==> src/rtl/core/rau_pkg.sv <==
// Rational arithmetic unit package: transaction structs, action codes, widths.
// Depends on nothing; used by every file in rtl/core.
package rau_pkg;

    localparam int VALUE_WIDTH = 32;
    localparam int DEN_WIDTH   = VALUE_WIDTH - 1;
    localparam int PROD_WIDTH  = 2 * VALUE_WIDTH;
    localparam int MAG_WIDTH   = PROD_WIDTH + 1;
    localparam int CNT_WIDTH   = $clog2(MAG_WIDTH + 1);

    typedef enum logic [2:0] {
        ACT_ADD = 3'd0,
        ACT_SUB = 3'd1,
        ACT_MUL = 3'd2,
        ACT_DIV = 3'd3,
        ACT_LT  = 3'd4,
        ACT_EQ  = 3'd5
    } action_t;

    typedef enum logic [1:0] {
        ST_OK  = 2'd0,
        ST_ERR = 2'd1,
        ST_OVF = 2'd2
    } status_t;

    typedef struct packed {
        logic [2:0]         action;
        logic signed [31:0] a_num;
        logic [30:0]        a_den;
        logic signed [31:0] b_num;
        logic [30:0]        b_den;
    } req_t;

    typedef struct packed {
        logic signed [31:0] res_num;
        logic [30:0]        res_den;
        logic               compare_true;
        logic [1:0]         status;
    } rsp_t;

endpackage

==> src/rtl/core/rau_mul.sv <==
// Iterative signed multiplier, one shift-add step per cycle.
// Depends on rau_pkg.
module rau_mul
(
    input  logic                                 clk,
    input  logic                                 rst_n,
    input  logic                                 go,
    input  logic signed [rau_pkg::VALUE_WIDTH-1:0] x,
    input  logic signed [rau_pkg::VALUE_WIDTH-1:0] y,
    output logic                                 done,
    output logic signed [rau_pkg::PROD_WIDTH-1:0]  prod
);

    logic [rau_pkg::PROD_WIDTH-1:0] acc_reg, acc_next;
    logic [rau_pkg::PROD_WIDTH-1:0] mcand_reg, mcand_next;
    logic [rau_pkg::VALUE_WIDTH-1:0] mplier_reg, mplier_next;
    logic                            neg_reg, neg_next;
    logic [rau_pkg::CNT_WIDTH-1:0]   cnt_reg, cnt_next;
    logic                            busy_reg, busy_next;
    logic                            done_reg, done_next;
    logic [rau_pkg::VALUE_WIDTH-1:0] xm, ym;

    always_comb
    begin
        xm          = x[rau_pkg::VALUE_WIDTH-1] ? -x : x;
        ym          = y[rau_pkg::VALUE_WIDTH-1] ? -y : y;
        acc_next    = acc_reg;
        mcand_next  = mcand_reg;
        mplier_next = mplier_reg;
        neg_next    = neg_reg;
        cnt_next    = cnt_reg;
        busy_next   = busy_reg;
        done_next   = 1'b0;
        if (go)
        begin
            acc_next    = '0;
            mcand_next  = {{rau_pkg::VALUE_WIDTH{1'b0}}, xm};
            mplier_next = ym;
            neg_next    = x[rau_pkg::VALUE_WIDTH-1] ^ y[rau_pkg::VALUE_WIDTH-1];
            cnt_next    = rau_pkg::CNT_WIDTH'(rau_pkg::VALUE_WIDTH);
            busy_next   = 1'b1;
        end
        else if (busy_reg)
        begin
            if (mplier_reg[0])
                acc_next = acc_reg + mcand_reg;
            mcand_next  = mcand_reg << 1;
            mplier_next = mplier_reg >> 1;
            cnt_next    = cnt_reg - 1'b1;
            if (cnt_reg == rau_pkg::CNT_WIDTH'(1))
            begin
                busy_next = 1'b0;
                done_next = 1'b1;
            end
        end
    end

    always_ff @(posedge clk or negedge rst_n)
    begin
        if (!rst_n)
        begin
            busy_reg <= 1'b0;
            done_reg <= 1'b0;
            cnt_reg  <= '0;
        end
        else
        begin
            busy_reg <= busy_next;
            done_reg <= done_next;
            cnt_reg  <= cnt_next;
        end
    end

    always_ff @(posedge clk)
    begin
        acc_reg    <= acc_next;
        mcand_reg  <= mcand_next;
        mplier_reg <= mplier_next;
        neg_reg    <= neg_next;
    end

    assign done = done_reg;
    assign prod = neg_reg ? -$signed(acc_reg) : $signed(acc_reg);

endmodule

==> src/rtl/core/rational_arithmetic_unit.sv <==
// Rational arithmetic unit top level: sequencer, binary GCD and reduction.
// Depends on rau_pkg and rau_mul.
//
// Usage: drive req and pulse start while busy is low; the transaction is taken
// at that edge and busy rises. Each transaction yields exactly one result on
// rsp, marked by done for a single cycle; the receiver cannot stall it.
// Sequence: errors go straight to the output state, after which done rises.
// Otherwise three serial products on the shift-add multiplier, each launched
// from the wait state, a preparation state, a binary GCD of one step per cycle
// plus a final step that forms the GCD, two restoring divisions of 65 steps
// each on the shared subtract/shift path, then a state to form the result and
// one to present it, after which done rises. Compares follow the same path.
// One transaction at a time: busy stays high until the result cycle, and a
// new transaction may be taken in the cycle in which done is high.
// Reset clears the sequencer and drops any transaction in flight; no result
// is produced for it.
module rational_arithmetic_unit
(
    input  logic          clk,
    input  logic          rst_n,
    input  logic          start,
    output logic          busy,
    input  rau_pkg::req_t req,
    output logic          done,
    output rau_pkg::rsp_t rsp
);

    localparam int VW = rau_pkg::VALUE_WIDTH;
    localparam int DW = rau_pkg::DEN_WIDTH;
    localparam int PW = rau_pkg::PROD_WIDTH;
    localparam int MW = rau_pkg::MAG_WIDTH;
    localparam int CW = rau_pkg::CNT_WIDTH;
    localparam int KW = $clog2(MW + 1);

    typedef enum logic [10:0] {
        S_IDLE = 11'b00000000001,
        S_M1   = 11'b00000000010,
        S_M2   = 11'b00000000100,
        S_M3   = 11'b00000001000,
        S_PREP = 11'b00000010000,
        S_GCD  = 11'b00000100000,
        S_DIVN = 11'b00001000000,
        S_DIVD = 11'b00010000000,
        S_FIN  = 11'b00100000000,
        S_OUT  = 11'b01000000000,
        S_WAIT = 11'b10000000000
    } state_t;

    state_t state_reg, state_next;

    logic [2:0]           act_reg;
    logic signed [VW-1:0] an_reg, bn_reg, ad_reg, bd_reg;
    logic signed [PW-1:0] p1_reg, p2_reg, p3_reg;
    logic [MW-1:0]        mag_reg, dm_reg, u_reg, v_reg, g_reg;
    logic [MW-1:0]        q_reg, r_reg, qn_reg;
    logic [KW-1:0]        k_reg;
    logic [CW-1:0]        bit_reg;
    logic                 neg_reg;
    rau_pkg::rsp_t        rsp_reg, rsp_next;
    logic                 done_reg;

    // Sequencer position within multiply phases is tracked with a phase counter.
    logic [1:0]           ph_reg;

    logic                 mul_go, mul_done;
    logic signed [VW-1:0] mx, my;
    logic signed [PW-1:0] mprod;

    logic [2:0]           in_act;
    logic signed [VW-1:0] in_an, in_bn;
    logic [DW-1:0]        in_ad, in_bd;
    logic                 in_err;
    logic signed [PW:0]   sum_w;
    logic [MW-1:0]        diff_w, rem_sh;
    logic [MW-1:0]        lim_w;

    assign in_act = req.action;
    assign in_an  = req.a_num[VW-1:0];
    assign in_bn  = req.b_num[VW-1:0];
    assign in_ad  = req.a_den[DW-1:0];
    assign in_bd  = req.b_den[DW-1:0];
    assign in_err = (in_ad == '0) || (in_bd == '0) || (in_act > rau_pkg::ACT_EQ)
                  || ((in_act == rau_pkg::ACT_DIV) && (in_bn == '0));

    rau_mul u_mul
    (
        .clk  (clk),
        .rst_n(rst_n),
        .go   (mul_go),
        .x    (mx),
        .y    (my),
        .done (mul_done),
        .prod (mprod)
    );

    // Select operands by phase; the multiplier latches them when launched.
    always_comb
    begin
        mul_go = (state_reg == S_WAIT);
        case (ph_reg)
            2'd0:
            begin
                mx = an_reg;
                my = (act_reg == rau_pkg::ACT_MUL) ? bn_reg : bd_reg;
            end
            2'd1:
            begin
                mx = (act_reg == rau_pkg::ACT_DIV) ? an_reg : bn_reg;
                my = (act_reg == rau_pkg::ACT_DIV) ? bd_reg : ad_reg;
            end
            default:
            begin
                mx = ad_reg;
                my = (act_reg == rau_pkg::ACT_DIV) ? bn_reg : bd_reg;
            end
        endcase
    end

    assign sum_w  = (act_reg == rau_pkg::ACT_SUB) ? (PW+1)'(p1_reg) - (PW+1)'(p2_reg)
                                                   : (PW+1)'(p1_reg) + (PW+1)'(p2_reg);
    assign diff_w = (u_reg > v_reg) ? u_reg - v_reg : v_reg - u_reg;
    assign rem_sh = {r_reg[MW-2:0], qn_reg[MW-1]};
    assign lim_w  = MW'({DW{1'b1}});

    always_comb
    begin
        state_next = state_reg;
        rsp_next   = rsp_reg;
        unique case (state_reg)
            S_IDLE:
                if (start)
                    state_next = in_err ? S_OUT : S_WAIT;
            S_WAIT:
                state_next = S_M1;
            S_M1:
                if (mul_done)
                    state_next = S_WAIT;
            S_M2:
                if (mul_done)
                    state_next = S_WAIT;
            S_M3:
                if (mul_done)
                    state_next = S_PREP;
            S_PREP:
                state_next = S_GCD;
            S_GCD:
                if (v_reg == '0)
                    state_next = S_DIVN;
            S_DIVN:
                if (bit_reg == CW'(1))
                    state_next = S_DIVD;
            S_DIVD:
                if (bit_reg == CW'(1))
                    state_next = S_FIN;
            S_FIN:
                state_next = S_OUT;
            S_OUT:
                state_next = S_IDLE;
            default:
                state_next = S_IDLE;
        endcase
    end

    always_ff @(posedge clk or negedge rst_n)
    begin
        if (!rst_n)
        begin
            state_reg <= S_IDLE;
            done_reg  <= 1'b0;
            ph_reg    <= '0;
        end
        else
        begin
            done_reg <= (state_reg == S_OUT);
            if (state_reg == S_WAIT)
            begin
                state_reg <= (ph_reg == 2'd0) ? S_M1 : (ph_reg == 2'd1) ? S_M2 : S_M3;
                ph_reg    <= ph_reg + 2'd1;
            end
            else if (state_reg == S_M1 || state_reg == S_M2)
            begin
                state_reg <= mul_done ? S_WAIT : state_reg;
            end
            else
            begin
                state_reg <= state_next;
                if (state_reg == S_IDLE)
                    ph_reg <= '0;
            end
        end
    end

    always_ff @(posedge clk)
    begin
        unique case (state_reg) inside
            S_IDLE:
                if (start)
                begin
                    act_reg <= in_act;
                    an_reg  <= in_an;
                    bn_reg  <= in_bn;
                    ad_reg  <= VW'(in_ad);
                    bd_reg  <= VW'(in_bd);
                    rsp_reg <= '{res_num: '0, res_den: '0, compare_true: 1'b0,
                                 status: rau_pkg::ST_ERR};
                end
            S_M1:
                if (mul_done)
                    p1_reg <= mprod;
            S_M2:
                if (mul_done)
                    p2_reg <= mprod;
            S_M3:
                if (mul_done)
                    p3_reg <= mprod;
            S_PREP:
            begin
                // numerator and denominator of the unreduced result
                if (act_reg == rau_pkg::ACT_MUL || act_reg == rau_pkg::ACT_DIV)
                begin
                    neg_reg <= p1_reg[PW-1] ^ p3_reg[PW-1];
                    mag_reg <= p1_reg[PW-1] ? MW'(-p1_reg) : MW'(p1_reg);
                    u_reg   <= p1_reg[PW-1] ? MW'(-p1_reg) : MW'(p1_reg);
                end
                else
                begin
                    neg_reg <= sum_w[PW] ^ p3_reg[PW-1];
                    mag_reg <= sum_w[PW] ? MW'(-sum_w) : MW'(sum_w);
                    u_reg   <= sum_w[PW] ? MW'(-sum_w) : MW'(sum_w);
                end
                dm_reg <= p3_reg[PW-1] ? MW'(-p3_reg) : MW'(p3_reg);
                v_reg  <= p3_reg[PW-1] ? MW'(-p3_reg) : MW'(p3_reg);
                k_reg  <= '0;
            end
            S_GCD:
            begin
                if (v_reg == '0)
                begin
                    g_reg   <= u_reg << k_reg;
                    qn_reg  <= mag_reg;
                    r_reg   <= '0;
                    bit_reg <= CW'(MW);
                end
                else if (u_reg == '0)
                begin
                    u_reg <= v_reg;
                    v_reg <= '0;
                end
                else if (!u_reg[0] && !v_reg[0])
                begin
                    u_reg <= u_reg >> 1;
                    v_reg <= v_reg >> 1;
                    k_reg <= k_reg + 1'b1;
                end
                else if (!u_reg[0])
                    u_reg <= u_reg >> 1;
                else if (!v_reg[0])
                    v_reg <= v_reg >> 1;
                else
                begin
                    u_reg <= (u_reg < v_reg) ? u_reg : v_reg;
                    v_reg <= diff_w >> 1;
                end
            end
            S_DIVN, S_DIVD:
            begin
                if (state_reg == S_DIVN && bit_reg == CW'(1))
                begin
                    q_reg   <= {qn_reg[MW-2:0], (rem_sh >= g_reg)};
                    qn_reg  <= dm_reg;
                    r_reg   <= '0;
                    bit_reg <= CW'(MW);
                end
                else
                begin
                    if (rem_sh >= g_reg)
                    begin
                        r_reg  <= rem_sh - g_reg;
                        qn_reg <= {qn_reg[MW-2:0], 1'b1};
                    end
                    else
                    begin
                        r_reg  <= rem_sh;
                        qn_reg <= {qn_reg[MW-2:0], 1'b0};
                    end
                    bit_reg <= bit_reg - 1'b1;
                end
            end
            S_FIN:
            begin
                if (act_reg == rau_pkg::ACT_LT || act_reg == rau_pkg::ACT_EQ)
                    rsp_reg <= '{res_num: '0, res_den: '0,
                                 compare_true: (act_reg == rau_pkg::ACT_LT)
                                     ? (p1_reg < p2_reg) : (p1_reg == p2_reg),
                                 status: rau_pkg::ST_OK};
                else if (mag_reg == '0)
                    rsp_reg <= '{res_num: '0, res_den: 31'd1, compare_true: 1'b0,
                                 status: rau_pkg::ST_OK};
                else if (qn_reg > lim_w || q_reg > (neg_reg ? lim_w + 1'b1 : lim_w))
                    rsp_reg <= '{res_num: '0, res_den: '0, compare_true: 1'b0,
                                 status: rau_pkg::ST_OVF};
                else
                    rsp_reg <= '{res_num: 32'(neg_reg ? -q_reg : q_reg),
                                 res_den: 31'(qn_reg), compare_true: 1'b0,
                                 status: rau_pkg::ST_OK};
            end
            default:
            begin
            end
        endcase
    end

    assign busy = (state_reg != S_IDLE);
    assign done = done_reg;
    assign rsp  = rsp_next;

    a_done_after_out: assert property (@(posedge clk) disable iff (!rst_n)
        (state_reg == S_OUT) |=> done)
        else $error("result strobe missing after output state");
    a_done_idle: assert property (@(posedge clk) disable iff (!rst_n)
        done |-> (state_reg == S_IDLE))
        else $error("result strobe outside idle");
    a_start_busy: assert property (@(posedge clk) disable iff (!rst_n)
        (start && !busy) |=> busy)
        else $error("transaction taken without busy");
    a_onehot: assert property (@(posedge clk) disable iff (!rst_n)
        $onehot(state_reg))
        else $error("sequencer state not one-hot");

endmodule

==> config.mk <==
export PLATFORM = sky130hd
export DESIGN_NAME = rational_arithmetic_unit
export DESIGN_NICKNAME = d
export VERILOG_FILES = /design/src/rtl/core/rau_pkg.sv /design/src/rtl/core/rau_mul.sv /design/src/rtl/core/rational_arithmetic_unit.sv
export SDC_FILE = /design/constraint.sdc
export NUM_CORES = 2
export LEC_CHECK = 0
export BUFFER_PORTS_ARGS = -buffer_cell sky130_fd_sc_hd__buf_2
export CAP_MARGIN = 0
export CORE_ASPECT_RATIO = 1.2
export CORE_MARGIN = 8
export CORE_UTILIZATION = 55
export CTS_CLUSTER_DIAMETER = 40
export DETAILED_ROUTE_END_ITERATION = 6
export HOLD_SLACK_MARGIN = 0.12
export PLACE_DENSITY = 0.76
export SYNTH_ARGS = -nofsm -noshare
export SYNTH_HDL_FRONTEND = slang
export SYNTH_SLANG_ARGS = --single-unit
==> constraint.sdc <==
create_clock -name clk -period 15.2 [get_ports clk]
set_clock_uncertainty 0.2 [all_clocks]
set_input_delay 3.8 -clock clk [delete_from_list [all_inputs] [get_ports clk]]
set_output_delay 3.8 -clock clk [all_outputs]
set_load 0.02 [all_outputs]
==> After elaboration in Yosys (flattened, before gate mapping) <==
Cells that the tools add are included.
{ "classes": {"addsub": 17, "n_lt_le_gt_ge": 7, "eq_ne": 36, "n_shift": 1, "n_mux": 79, "bitwise": 3, "reduce_logical": 41} }
{ "op_table": {"columns": ["operator", "n"], "rows": [
  ["65-bit two-way mux", 18],
  ["65-bit case mux with 2 select lines", 3],
  ["32-bit two-way mux", 11],
  ["64-bit two-way mux", 5],
  ["66-bit two-way mux", 4],
  ["65-bit logical NOT", 3],
  ["66-bit case mux with 2 select lines", 1],
  ["64-bit negation with 65-bit output", 2],
  ["65-bit subtractor", 2],
  ["32-bit case mux with 2 select lines", 2],
  ["64-bit case mux with 2 select lines", 1],
  ["11-bit two-way mux", 9],
  ["32-bit negation", 3],
  ["11-bit case mux with 8 select lines", 1],
  ["64-bit by 64-bit adder with 65-bit output", 1],
  ["65-bit greater-or-equal comparator", 1],
  ["65-bit by 31-bit greater-than comparator with 1-bit output (second input constant)", 1],
  ["65-bit by 32-bit greater-than comparator with 1-bit output", 1],
  ["65-bit greater-than comparator", 1],
  ["65-bit less-than comparator", 1],
  ["65-bit negation", 1],
  ["65-bit by 7-bit << shifter with 65-bit output", 1],
  ["64-bit by 64-bit subtractor with 65-bit output", 1],
  ["64-bit adder", 1],
  ["other kinds (51)", 109]
]} }
{ "totals": {"register_bits": 1105} }

==> Depth between registers and ports, before layout <==
{ "logic_depth": {"word_depth": 9, "ltp_mapped": 20} }

==> Hierarchy <==
From an unflattened synthesis, not the netlist that was laid out.
{ "unflattened": {"cells_unflattened": 8583, "area_unflattened_um2": 78447.7} }
{ "modules_own_cells": {"columns": ["module", "instances", "cells_per_inst", "area_each_um2"], "rows": [
  ["rational_arithmetic_unit", 1, 7021, 65753.1],
  ["rau_mul", 1, 1562, 12694.7]
]} }

==> Least setup slack after synthesis <==
No wires, ideal clock.
{ "synth_path": {"path_kind": "flip-flop to flip-flop", "start": "register state_reg[1]", "end": "register v_reg[0], enable pin", "setup_ns": 0.527, "arrival_ns": 15.784, "required_ns": 14.473, "slack_ns": -1.311, "stages_incl_launch_ff": 8, "cell_sequence": "dfrtp_1 nor2_1 nand2_1 or3_1 or4_1 nor3b_1 nor2_1 a31oi_1"} }
{ "synth_via": {"elab_chain_cells": 3, "word_cells_on_any_way": 6} }
{ "synth_rtl": {"columns": ["element", "line", "rtl"], "rows": [
  ["start: declaration", "rational_arithmetic_unit.sv:49", "state_t state_reg, state_next;"],
  ["start signal: assignment", "rational_arithmetic_unit.sv:177", "state_reg <= (ph_reg == 2'd0) ? S_M1 : (ph_reg == 2'd1) ? S_M2 : S_M3;"],
  ["start signal: assignment", "rational_arithmetic_unit.sv:182", "state_reg <= mul_done ? S_WAIT : state_reg;"],
  ["start signal: assignment", "rational_arithmetic_unit.sv:186", "state_reg <= state_next;"],
  ["11-bit by 6-bit == test with 1-bit output / 11-bit by 5-bit == test with 1-bit output (equally long branches)", null, null],
  ["4-bit by 2-bit != test with 1-bit output (no line) (tied with other cells)", null, null],
  ["3-bit AND reduction (no line) (*)", null, null],
  ["end signal: assignment", "rational_arithmetic_unit.sv:232", "v_reg <= p3_reg[PW-1] ? MW'(-p3_reg) : MW'(p3_reg);"],
  ["end signal: assignment", "rational_arithmetic_unit.sv:252", "v_reg <= v_reg >> 1;"],
  ["end signal: assignment", "rational_arithmetic_unit.sv:258", "v_reg <= v_reg >> 1;"],
  ["end: declaration", "rational_arithmetic_unit.sv:54", "logic [MW-1:0] mag_reg, dm_reg, u_reg, v_reg, g_reg;"]
]} }
Every way passes the cells marked *; elsewhere a longest branch is shown, timed or not.
A chain may end at the register's enable or synchronous reset.

==> Worst setup path in the final report <==
{ "layout_path": {"start": "register state_reg[5]", "end": "output port busy"} }
{ "layout_via": {"elab_chain_cells": 1} }
{ "layout_rtl": {"columns": ["element", "line", "rtl"], "rows": [
  ["11-bit by 1-bit != test with 1-bit output", "rational_arithmetic_unit.sv:313", "assign busy = (state_reg != S_IDLE);"],
  ["end: declaration", "rational_arithmetic_unit.sv:22", "output logic busy,"]
]} }
Every way passes these cells.

==> flow_summary.yaml <==
run_status:
  status: "complete, but fails checks"
  violations: "capacitance limit, slew limit"
grt:
  grt_pass1_vias: 66900
  grt_pass1_wl_um: 412000
  gr-total-overflow: 0
  antenna_found_initial: 11
  grt_start_max_net_pins: 87
  grt_usage_pct: 34.3
run:
  cap_violations: 2
cts:
  h-tree-depth: 4
  cts_tree: "done"
  cts_buffers: 151
  root_buffer: "clkbuf_16"
  cts.clk_slew.worst_paths_ps: 60
  cts-hold-fix-buffers: 0
  post_cts_resize_count: 0
  cts_setup_buffers: 0
  clk_latency_ps: 830
  cts_sinks: 1105
  clock_path_buffers: 3
hold_path:
  hp-start: "qn_reg[14]$_DFFE_PP_"
  hold_end: "q_reg[15]$_DFFE_PP_"
  hold_depth: 0
  hold_path_class: "reg -> reg"
logic_synthesis:
  synth_edf_count: 986
  yosysMostFrequentCell: "nand2_1"
  yosysTopAreaCellShare_pct: 37.7
  synth_area_um2: 78500
  yosys_register_bits: 1105
  postSynthAreaPerCell_um2: 9.09
  ys_top_cells_by_area: "edfxtp_1, ha_1, nand2_1"
  ys.flop_type: "edfxtp_1"
  ys_types: 110
  async_flop_share_pct: 2.08
  ys_top_cells_by_count: "nand2_1, edfxtp_1, a21oi_1"
  synth_seq_area_share_pct: 40.9
  ys_warn_count: 0
  yosysTopAreaCell: "edfxtp_1"
  synthesis.instances: 8630
timing:
  fmaxAchievable_ghz: 0.142
  finalSetupTns_ps: 0
  finalSetupViolations: 0
  relSlewSlack_pct: -2.74
  fin_crit_ps: 7050
  rsz0062_at_grt: "false"
  finalCritPeriodShare_pct: 46.4
  hold_viol_final: 0
  tightest_slew_ps: 1530
  slew_viol_final: 7
setup_path:
  r2r_end: "u_reg[59]$_DFFE_PP_"
  endpoint_kind: "output port"
  critical_path_class: "reg -> out"
  worstPathCellList: "or4_1 -> nor4_1 -> and4b_1 -> inv_1 -> buf_2"
  slowest_stage: "or4_1"
  cp-start-kind: "register"
  r2r-start: "p1_reg[8]$_DFFE_PP_"
  worstPathMaxFanout: 7
  max_stage_delay_ps: 590
  critPathBufInv: 2
  arrival_ps: 3050
  crit_family: "simple AND/OR/NAND/NOR gates"
  critPathRequiredTime_ps: 11200
  r2r_cells: 15
  rrSetupSlack_ps: 8710
cells_and_area:
  design_area_um2: 86400
  multiInputGateArea_um2: 43200
  largest_reg_flops: 66
  area_growth_pct: 10.1
  layout.nets: 9198
  fillCellCount: 12100
  fin_util_pct: 60.7
  drive_gt1_share_pct: 8.77
  layoutNonFillerInstCount: 10600
  ff_latch_area_um2: 32100
power:
  power_leakage_nw: 34.0
  power.density_nw_per_um2: 127
  vdd_drop_max_mv: 0.145
routing:
  via_per_inst: 6.53
  drtIter0Drc: 8545
  avgRoutedWirePerCell_um: 26.1
  route.vias.total: 69300
  remaining_drc_errors: 0
  drtPass1Iterations: 7
  ant_nets: 0
  routed_wl_um: 277000
die:
  die_w_um: 361
  die-area_um2: 155000
  core_um2: 142000
  fp.dieH_um: 430
  start_util_pct: 55.1
  rows: 152
  ioPinCount: 200
placement:
  portBuffers: 199
  routabilityCongestion: 1.10
  placed_area_um2: 81100
  hpwl_um: 216000
  dp_cells: 10300
cell usage in the layout (no fill, tap or decap), types with 135 or more instances in the layout:
cell / netlist / final
nand2_1: 1065 / 1062
edfxtp_1: 986 / 986
a21oi_1: 772 / 772
nor2_1: 754 / 747
o21ai_0: 546 / 544
inv_1: 444 / 443
ha_1: 434 / 433
xnor2_1: 375 / 375
a21o_1: 225 / 225
buf_2: 22 / 199
mux2i_1: 197 / 197
xor2_1: 195 / 195
nor4_1: 162 / 159
clkbuf_16: 0 / 155
nor3_1: 137 / 135
worst reg2reg max path: stages (launching register included):
cell and delay [ps]:
edfxtp_1 480, ha_1 580, nand2b_1 280, a221oi_1 500
o21ai_0 300, o21ai_1 300, a311oi_2 260, o311ai_0 640
o221ai_1 390, xnor2_1 500, o221ai_1 320, nor4b_2 580
a41oi_1 250, xnor2_1 220, nor3_1 330, a311oi_1 90
area by class of cell:
class | instances | share of cell area [%]
diodes | 4 | 0.0116
clock buffers | 171 | 4.58
clock inverters | 112 | 1.57
inverters | 449 | 1.95
multi-input cells | 6616 | 50.0
flip-flops and latches | 1105 | 37.2
well taps | 1848 | 2.68
repair buffers | 303 | 2.07
metrics by stage:
step | total power, mW | hold slack, ps | worst slack [ps]
2_1_floorplan | 6.32 | 241 | 2240
3_5_place_dp | 7.25 | 265 | 8930
5_1_grt | 11.4 | 286 | 8010
3_3_place_gp | 7.15 | 257 | 8970
6_report | 11.0 | 271 | 8150
4_1_cts | 10.9 | 275 | 8100
power by group:
part,internal (mW),total (mW),leakage (nW),switching (mW)
Clock,2.17,3.69,2.53,1.52
Sequential,3.88,4.15,10.3,0.275
Combinational,1.10,3.13,21.1,2.03
metal layers:
metal  global-route usage (%)  up-vias  wire length, um
met5                        0        -               43
met4                     20.4        6            19800
met3                     6.05      822            22800
met2                     57.8     3480           132000
met1                     41.2    33200           103000
li1                         -    31800                -
logic make-up after synthesis:
| kind of cell | count (synthesis) | share of synthesized area (%) |
|---|---|---|
| buffers and inverters | 910 | 4.40 |
| adders and majority gates | 440 | 7.07 |
| muxes | 266 | 4.16 |
| DFF | 1105 | 40.9 |
| other | 1 | 0.00478 |
| AOI/OAI and AO/OA | 2522 | 20.4 |
| and+or+nand+nor | 2816 | 16.7 |
| xor gates and xnor gates | 570 | 6.36 |
worst max path at each step:
stage / depth (start not counted) / slack, ps / end / start
3_5_place_dp: 8 / 8930 / v_reg[56]$_DFFE_PP_ / u_reg[60]$_DFFE_PP_
4_1_cts: 5 / 8100 / busy / state_reg[5]$_DFFE_PN0P_
6_report: 5 / 8150 / busy / state_reg[5]$_DFFE_PN0P_
3_3_place_gp: 17 / 8970 / u_reg[59]$_DFFE_PP_ / p1_reg[0]$_DFFE_PP_
5_1_grt: 5 / 8010 / busy / state_reg[5]$_DFFE_PN0P_
2_1_floorplan: 9 / 2240 / bit_reg[0]$_SDFFCE_PP1P_ / state_reg[1]$_DFFE_PN0P_
No activity file was read; power rests on OpenSTA's default activity.
